**config.mk**
```make
export PLATFORM = sky130hd
export DESIGN_NAME = percent_url_codec
export DESIGN_NICKNAME = d
export VERILOG_FILES = /design/src/hdl/puc_pkg.sv /design/src/hdl/percent_url_codec.sv
export VERILOG_INCLUDE_DIRS = /design/src /design/src/hdl
export SDC_FILE = /design/constraint.sdc
export NUM_CORES = 1
export LEC_CHECK = 0
export BUFFER_PORTS_ARGS = -buffer_cell sky130_fd_sc_hd__buf_2
export CAP_MARGIN = 20
export CORE_MARGIN = 1
export CORE_UTILIZATION = 40
export DETAILED_ROUTE_END_ITERATION = 6
export HOLD_SLACK_MARGIN = 0.12
export SYNTH_ARGS = -nofsm -noshare
export SYNTH_HDL_FRONTEND = slang
export SYNTH_SLANG_ARGS = --single-unit
```
**constraint.sdc**
```tcl
create_clock -name clk -period 4.42 [get_ports clk]
set_clock_uncertainty 0.15 [all_clocks]
set_input_delay 0 -clock clk [delete_from_list [all_inputs] [get_ports clk]]
set_output_delay 0 -clock clk [all_outputs]
set_load 0.05 [all_outputs]
```
**src/hdl/assert_macros.svh**
```systemverilog
// ----------------------------------------------------------------------------
// assert_macros.svh
// Shared concurrent assertion macros, clocked and held off during reset.
// ----------------------------------------------------------------------------
`ifndef ASSERT_MACROS_SVH
`define ASSERT_MACROS_SVH

// same-cycle implication
`define ASSERT_IMPL(lbl, clk, rst_n, ante, cons) \
  lbl: assert property (@(posedge clk) disable iff (!rst_n) (ante) |-> (cons)) \
    else $error("assertion failed: same-cycle implication");

// next-cycle implication
`define ASSERT_NEXT(lbl, clk, rst_n, ante, cons) \
  lbl: assert property (@(posedge clk) disable iff (!rst_n) (ante) |=> (cons)) \
    else $error("assertion failed: next-cycle implication");

`endif

```
**src/hdl/puc_pkg.sv**
```systemverilog
// ----------------------------------------------------------------------------
// puc_pkg
// Mode codes, escape phases, character constants and hex helpers.
// ----------------------------------------------------------------------------
package puc_pkg;

  typedef logic [7:0] byte_t;
  typedef logic [1:0] mode_t;

  localparam mode_t MODE_URL  = 2'd0;
  localparam mode_t MODE_PATH = 2'd1;
  localparam mode_t MODE_DEC  = 2'd2;

  localparam logic [1:0] ESC_IDLE = 2'd0;
  localparam logic [1:0] ESC_HIGH = 2'd1;
  localparam logic [1:0] ESC_LOW  = 2'd2;

  localparam byte_t CH_0       = 8'h30;
  localparam byte_t CH_9       = 8'h39;
  localparam byte_t CH_UA      = 8'h41;
  localparam byte_t CH_UF      = 8'h46;
  localparam byte_t CH_UZ      = 8'h5A;
  localparam byte_t CH_LA      = 8'h61;
  localparam byte_t CH_LF      = 8'h66;
  localparam byte_t CH_LZ      = 8'h7A;
  localparam byte_t CH_DASH    = 8'h2D;
  localparam byte_t CH_UNDER   = 8'h5F;
  localparam byte_t CH_DOT     = 8'h2E;
  localparam byte_t CH_TILDE   = 8'h7E;
  localparam byte_t CH_SLASH   = 8'h2F;
  localparam byte_t CH_COLON   = 8'h3A;
  localparam byte_t CH_SPACE   = 8'h20;
  localparam byte_t CH_PLUS    = 8'h2B;
  localparam byte_t CH_PERCENT = 8'h25;

  localparam byte_t HEX_LETTER_OFS = 8'd55;
  localparam byte_t HEX_DIGIT_OFS  = 8'd48;

  function automatic byte_t hex_char(input logic [3:0] n);
    byte_t r;
    if (n > 4'd9) r = {4'd0, n} + HEX_LETTER_OFS;
    else          r = {4'd0, n} + HEX_DIGIT_OFS;
    return r;
  endfunction

  // bit 4 set when c is a hex digit, low bits hold its value
  function automatic logic [4:0] hex_value(input byte_t c);
    logic [4:0] v;
    v = 5'd0;
    if (c >= CH_0 && c <= CH_9) begin
      v = {1'b1, c[3:0]};
    end else if ((c >= CH_UA && c <= CH_UF) || (c >= CH_LA && c <= CH_LF)) begin
      v = {1'b1, c[3:0] + 4'd9};
    end
    return v;
  endfunction

  function automatic logic passes(input byte_t c, input logic path);
    logic p;
    p = (c >= CH_0 && c <= CH_9) || (c >= CH_UA && c <= CH_UZ) ||
        (c >= CH_LA && c <= CH_LZ) || c == CH_DASH || c == CH_UNDER ||
        c == CH_DOT || c == CH_TILDE || (path && (c == CH_SLASH || c == CH_COLON));
    return p;
  endfunction

endpackage

```
**src/hdl/percent_url_codec.sv**
```systemverilog
// ----------------------------------------------------------------------------
// percent_url_codec
// Byte-stream percent codec: URL encode, path encode and decode.
// ----------------------------------------------------------------------------
// Usage:
//   cfg_write_en/cfg_codec_mode set the mode (0 URL encode, 1 path encode,
//   2 or 3 decode); write it only while the block is idle.
//   Input requests (in_byte_in, in_is_last) are taken when in_valid is high
//   and in_stall low. Each request yields zero to three result requests on
//   the out_ channel, taken when out_valid is high and out_stall low.
//   Each request's results pass through the result buffer and then the output
//   register. Throughput: one request per cycle while each yields at most one
//   result and the receiver does not stall; an escaped byte in encode yields
//   three results and stalls the input until its last result moves out of the
//   buffer. The rate is set by the single output register draining the
//   three-entry result buffer, one entry per cycle unless the receiver stalls.
//   Reset clears the mode to URL encode, the escape state, the buffer and
//   the output register.
//   When the receiver stalls, the output holds its result and the buffer
//   holds the rest; the input is stalled once the buffer cannot drain.
// ----------------------------------------------------------------------------
`include "assert_macros.svh"

module percent_url_codec (
  input  logic               clk,
  input  logic               rst_n,
  input  logic               cfg_write_en,
  input  puc_pkg::mode_t     cfg_codec_mode,
  input  logic               in_valid,
  output logic               in_stall,
  input  puc_pkg::byte_t     in_byte_in,
  input  logic               in_is_last,
  output logic               out_valid,
  input  logic               out_stall,
  output puc_pkg::byte_t     out_byte_out,
  output logic               out_run_last,
  output logic               out_bad_escape,
  output logic               out_string_end
);
  import puc_pkg::*;

  mode_t      mode_r;
  logic [1:0] esc_phase_r, esc_phase_nxt;
  logic [3:0] high_nib_r, high_nib_nxt;

  byte_t      pend_byte_r [3];
  logic [1:0] pend_cnt_r;
  logic       pend_bad_r;
  logic       pend_end_r;

  logic       out_valid_r;
  byte_t      out_byte_r;
  logic       out_run_last_r, out_bad_r, out_end_r;

  byte_t      res_byte [3];
  logic [1:0] res_cnt;
  logic       res_bad;
  logic [4:0] hv;
  logic       encode;
  logic       out_load, pend_move, in_take;

  assign encode    = (mode_r == MODE_URL) || (mode_r == MODE_PATH);
  assign out_load  = !out_valid_r || !out_stall;
  assign pend_move = out_load && (pend_cnt_r != 2'd0);
  assign in_stall  = (pend_cnt_r != 2'd0) && !(pend_cnt_r == 2'd1 && out_load);
  assign in_take   = in_valid && !in_stall;

  always_comb begin
    hv            = hex_value(in_byte_in);
    res_byte[0]   = in_byte_in;
    res_byte[1]   = hex_char(in_byte_in[7:4]);
    res_byte[2]   = hex_char(in_byte_in[3:0]);
    res_cnt       = 2'd0;
    res_bad       = 1'b0;
    esc_phase_nxt = ESC_IDLE;
    high_nib_nxt  = 4'd0;
    if (encode) begin
      res_cnt = 2'd1;
      if (passes(in_byte_in, mode_r == MODE_PATH)) begin
        res_byte[0] = in_byte_in;
      end else if (in_byte_in == CH_SPACE) begin
        res_byte[0] = CH_PLUS;
      end else begin
        res_byte[0] = CH_PERCENT;
        res_cnt     = 2'd3;
      end
    end else begin
      esc_phase_nxt = esc_phase_r;
      high_nib_nxt  = high_nib_r;
      if (esc_phase_r == ESC_IDLE) begin
        if (in_byte_in == CH_PERCENT) begin
          esc_phase_nxt = ESC_HIGH;
        end else begin
          res_cnt     = 2'd1;
          res_byte[0] = (in_byte_in == CH_PLUS) ? CH_SPACE : in_byte_in;
        end
      end else if (!hv[4]) begin
        res_cnt       = 2'd1;
        res_bad       = 1'b1;
        res_byte[0]   = 8'd0;
        esc_phase_nxt = ESC_IDLE;
        high_nib_nxt  = 4'd0;
      end else if (esc_phase_r == ESC_HIGH) begin
        high_nib_nxt  = hv[3:0];
        esc_phase_nxt = ESC_LOW;
      end else begin
        res_cnt       = 2'd1;
        res_byte[0]   = {high_nib_r, hv[3:0]};
        esc_phase_nxt = ESC_IDLE;
        high_nib_nxt  = 4'd0;
      end
      if (in_is_last && esc_phase_nxt != ESC_IDLE) begin
        res_cnt     = 2'd1;
        res_bad     = 1'b1;
        res_byte[0] = 8'd0;
      end
      if (in_is_last) begin
        esc_phase_nxt = ESC_IDLE;
        high_nib_nxt  = 4'd0;
      end
    end
  end

  always_ff @(posedge clk) begin
    if (!rst_n) begin
      mode_r      <= MODE_URL;
      esc_phase_r <= ESC_IDLE;
      high_nib_r  <= 4'd0;
      pend_cnt_r  <= 2'd0;
      out_valid_r <= 1'b0;
    end else begin
      if (cfg_write_en) begin
        mode_r <= cfg_codec_mode;
      end
      if (in_take) begin
        esc_phase_r <= esc_phase_nxt;
        high_nib_r  <= high_nib_nxt;
        pend_cnt_r  <= res_cnt;
      end else if (pend_move) begin
        pend_cnt_r <= pend_cnt_r - 2'd1;
      end
      if (out_load) begin
        out_valid_r <= pend_cnt_r != 2'd0;
      end
    end
  end

  // load the buffer on accept, advance it as the head moves out
  always_ff @(posedge clk) begin
    if (in_take) begin
      pend_byte_r <= res_byte;
      pend_bad_r  <= res_bad;
      pend_end_r  <= in_is_last;
    end else if (pend_move) begin
      pend_byte_r[0] <= pend_byte_r[1];
      pend_byte_r[1] <= pend_byte_r[2];
    end
    if (pend_move) begin
      out_byte_r     <= pend_byte_r[0];
      out_bad_r      <= pend_bad_r;
      out_run_last_r <= pend_cnt_r == 2'd1;
      out_end_r      <= (pend_cnt_r == 2'd1) && pend_end_r;
    end
  end

  assign out_valid      = out_valid_r;
  assign out_byte_out   = out_byte_r;
  assign out_run_last   = out_run_last_r;
  assign out_bad_escape = out_bad_r;
  assign out_string_end = out_end_r;

  `ASSERT_IMPL(a_take_drains, clk, rst_n, in_take && pend_cnt_r != 2'd0, pend_cnt_r == 2'd1 && out_load)
  `ASSERT_IMPL(a_phase_legal, clk, rst_n, 1'b1, esc_phase_r != 2'd3)
  `ASSERT_IMPL(a_bad_single, clk, rst_n, out_valid_r && out_bad_r, out_run_last_r && out_byte_r == 8'd0)
  `ASSERT_IMPL(a_end_on_last, clk, rst_n, out_valid_r && out_end_r, out_run_last_r)
  `ASSERT_NEXT(a_last_clears, clk, rst_n, in_take && in_is_last, esc_phase_r == ESC_IDLE)

endmodule

```
==> flow_summary.toml <==
[status]
status = "complete, no violations"

[power_and_ir_drop]
p_leak_uw = 0.00125
p_clk_share_pct = 15.5
p_switching_uw = 722
power_density_mw_per_mm2 = 527
sequentialPowerShare_pct = 43.3
power_uw = 1730
p_sw_share_pct = 41.6
p_int_uw = 1010
combPwrFrac_pct = 41.1
ir_drop_mv = 0.180

[floorplan]
die_width_um = 85.6
row_count = 30
core_mm2 = 0.00676
fp.dieH_um = 85.6
num_io_pins = 29
initial_utilization_pct = 41.4
die_area_mm2 = 0.00733

[clock_tree]
cts.reportedPaths.clkPinSlew_ns = 0.09
cts_root_buf = "clkbuf_8"
cts_tree = "built"
cts_buffers = 5
clockBufferDepth = 2
cts_resized = 0
clkLatencyLatePin_ns = 0.30
ctsHoldBuffers = 19
cts.sink_count = 46
htree_levels = 2
cts_setup_buffers = 0

[place]
hpwl_mm = 5.09
numPortBuffers = 28
gp_congestion = 0.952

[synth]
synth_seq_cells = 46
syn_inst = 287
muxShareOfSynthArea_pct = 1.88
synth_top_family_by_area = "compound AO/OA/AOI/OAI gates"
yosysWarnings = 0
synthAdderAreaFrac_pct = 5.37
synth_xor_area_share_pct = 1.57
synth_area_mm2 = 0.00280
synth-main-ff-cell = "edfxtp_1"
syn_nets = 315
yosysUniqueCellTypes = 56
synthArstFlopShare_pct = 0
yosysSeqAreaShare_pct = 45.5
synthSimpleGateAreaFrac_pct = 18.3
synth.avg_cell_area_um2 = 9.74
synth_edf_count = 35
synth_compound_area_share_pct = 23.3

[global_route]
met1_usage_pct = 28.4
grt_max_degree = 28
grt_pass1_wl_mm = 11.9
grtUsageTotal_pct = 20.9
grt.met2_usage_pct = 33.7
met3_usage_pct = 3.08
overflow = 0
grt_pass1_vias = 2306
antenna_found_initial = 0
gr-max-usage-layer = "met2"

[final_layout]
final_cell_mix = "edfxtp_1 (35), nand2_1 (29), buf_2 (28)"
syn2layout_area_growth_pct = 17.6
drive_above_1_share_pct = 13.6
antenna_cells = 0
final_nets = 358
final_common_cell = "edfxtp_1"

[worst_setup_path]
r2r_slack_ns = 1.69
cp.buffers_inverters = 3
cp_slowest_cell = "dlygate4sd3_1"
arrival_ns = 3.36
cp.required_ns = 4.33
critPathCaptureType = "register"
regToRegEndpoint = "pend_byte_r[20]$_DFFE_PP_"
crit_type = "primary input to register"
crit_fanout = 12
reg2regPathDepth = 11
critPathMaxStageDelay_ns = 0.52
crit_path_cell_trace = "dlygate4sd3_1 -> buf_2 -> inv_1 -> ha_1 -> or4b_4 -> and3_4 -> o22ai_1 -> nand3_1 -> o21a_1 -> a221o_1"
start_kind = "primary input"
critPathTopFamily = "simple AND/OR/NAND/NOR gates"
r2r-start = "pend_cnt_r[1]$_SDFFE_PN0P_"

[job]
maxCapViolCount = 0

[sta]
max_freq_mhz = 290
finalCriticalPeriod_ns = 3.45
worstMarginPinSlew_ns = 0.867
finalHoldViolations = 0
finalSetupTns_ns = 0
maxSlewHeadroom_pct = 41.4
rsz0062_at_grt = "no"
setup_violations = 0
fin_crit_sh_pct = 78.0
final-max-slew-violation-count = 0

[detailed_routing]
firstDrtPassIters = 5
drt_wl_total_mm = 7.19
drtIter0Drc = 160
wire_per_inst_um = 17.5
avgViaCountPerCell = 5.96
drc = 0
vias = 2448
antenna_left = 0

[min_path]
hp-class = "primary input to register"
min_from = "in_byte_in[2]"
min_to = "pend_byte_r[5]$_SDFFCE_PN1P_"
worstHoldPathCells = 2
logic make-up (layout without fill, tap and decap cells):
kind of cell	Yosys count	count (layout)
simple gates	95	95
xor+xnor	5	5
flops	46	46
buf+inv	30	74
compound gates	94	94
fa+ha+maj	12	12
mux	5	5
sequential cells by signal, indices dropped and copies added, names as in the netlist:
register,cells
pend_byte_r,22
out_byte_out,8
high_nib_r,4
esc_phase_r,2
mode_r,2
pend_cnt_r,2
out_bad_escape,1
out_run_last,1
out_string_end,1
out_valid,1
pend_bad_r,1
pend_end_r,1
cells in the mapped netlist (all sizes together) (2+ instances only):
| cell type | n | area [um2] |
|---|---|---|
| nor2 | 15 | 56.3 |
| ha | 12 | 150 |
| nand4b | 2 | 17.5 |
| nand3b | 2 | 15.0 |
| nand2 | 29 | 109 |
| a221o | 2 | 20.0 |
| mux2 | 2 | 22.5 |
| nand4 | 4 | 25.0 |
| a31oi | 2 | 12.5 |
| inv | 15 | 56.3 |
| a21o | 4 | 30.0 |
| o31ai | 3 | 22.5 |
| nor3 | 2 | 10.0 |
| dfxtp | 11 | 220 |
| o21a | 3 | 22.5 |
| a32oi | 4 | 35.0 |
| a21oi | 18 | 93.8 |
| xnor2 | 5 | 43.8 |
| o221ai | 3 | 26.3 |
| nor2b | 8 | 50.1 |
| nand2b | 3 | 18.8 |
| nor4 | 4 | 40.0 |
| o2111ai | 6 | 52.6 |
| mux2i | 3 | 30.0 |
| o21ai | 19 | 95.1 |
| and2 | 5 | 31.3 |
| edfxtp | 35 | 1050 |
| a21boi | 8 | 60.1 |
| nand3 | 9 | 45.0 |
| nor4b | 2 | 17.5 |
| o31a | 2 | 17.5 |
| o211ai | 5 | 37.5 |
| and3 | 7 | 48.8 |
| clkbuf | 13 | 48.8 |
| a211oi | 3 | 22.5 |
power by group through the flow:
| stage | clock (uW) | combinational [uW] | sequential (uW) |
|---|---|---|---|
| finish | 269 | 713 | 751 |
| floorplan | 0 | 314 | 952 |
| global placement | 0 | 696 | 755 |
| detailed placement | 0 | 697 | 761 |
| CTS | 275 | 717 | 752 |
| global route | 292 | 774 | 767 |
through the flow:
stage / std cells / hold WS (ns) / setup slack, ns / area, um2 / util [%]
global placement: 384 / 0.104 / 1.31 / 3010 / 44.5
floorplan: 287 / -0.0511 / 1.44 / 2800 / -
global route: 411 / 0.181 / 0.750 / 3290 / 48.7
finish: 411 / 0.141 / 0.973 / 3290 / 48.7
CTS: 411 / 0.137 / 1.01 / 3290 / 48.7
detailed placement: 384 / 0.121 / 1.22 / 3010 / 44.5
metal layers:
metal	share of wire [%]	wire, um	vias to the layer above
met5	0	0	-
met2	45	3260	100
met3	5.0	362	16
met4	2.7	194	0
met1	47	3380	1156
li1	-	-	1176
layout make-up:
| type | count | area, um2 |
|---|---|---|
| Multi-Input combinational cell | 211 | 1410 |
| Timing Repair Buffer | 50 | 353 |
| Sequential cell | 46 | 1270 |
| Tap cell | 80 | 100 |
| Clock inverter | 3 | 25.0 |
| Clock buffer | 5 | 68.8 |
| Inverter | 16 | 60.1 |
| Fill cell | 645 | 3470 |
worst max-delay path by stage:
stage                                      start                   endpoint  cells past startpoint
after global placement             in_byte_in[1]  pend_byte_r[20]$_DFFE_PP_                      9
after CTS                          in_byte_in[1]  pend_byte_r[20]$_DFFE_PP_                     10
after floorplan           out_valid$_SDFFE_PN0N_  pend_byte_r[20]$_DFFE_PP_                      7
final                              in_byte_in[1]  pend_byte_r[20]$_DFFE_PP_                     10
after detailed placement           in_byte_in[1]  pend_byte_r[20]$_DFFE_PP_                      9
after global routing               in_byte_in[1]  pend_byte_r[20]$_DFFE_PP_                     10
worst reg2reg max path: stages (launching register included):
cell      delay (ns)
dfxtp_1         0.35
inv_1           0.06
ha_1            0.20
a21boi_0        0.14
o21ai_1         0.13
buf_4           0.30
clkinv_1        0.11
buf_4           0.22
and3_1          0.23
and2_1          0.20
o21a_1          0.12
a221o_1         0.28
No activity file was read; power rests on OpenSTA's default activity.
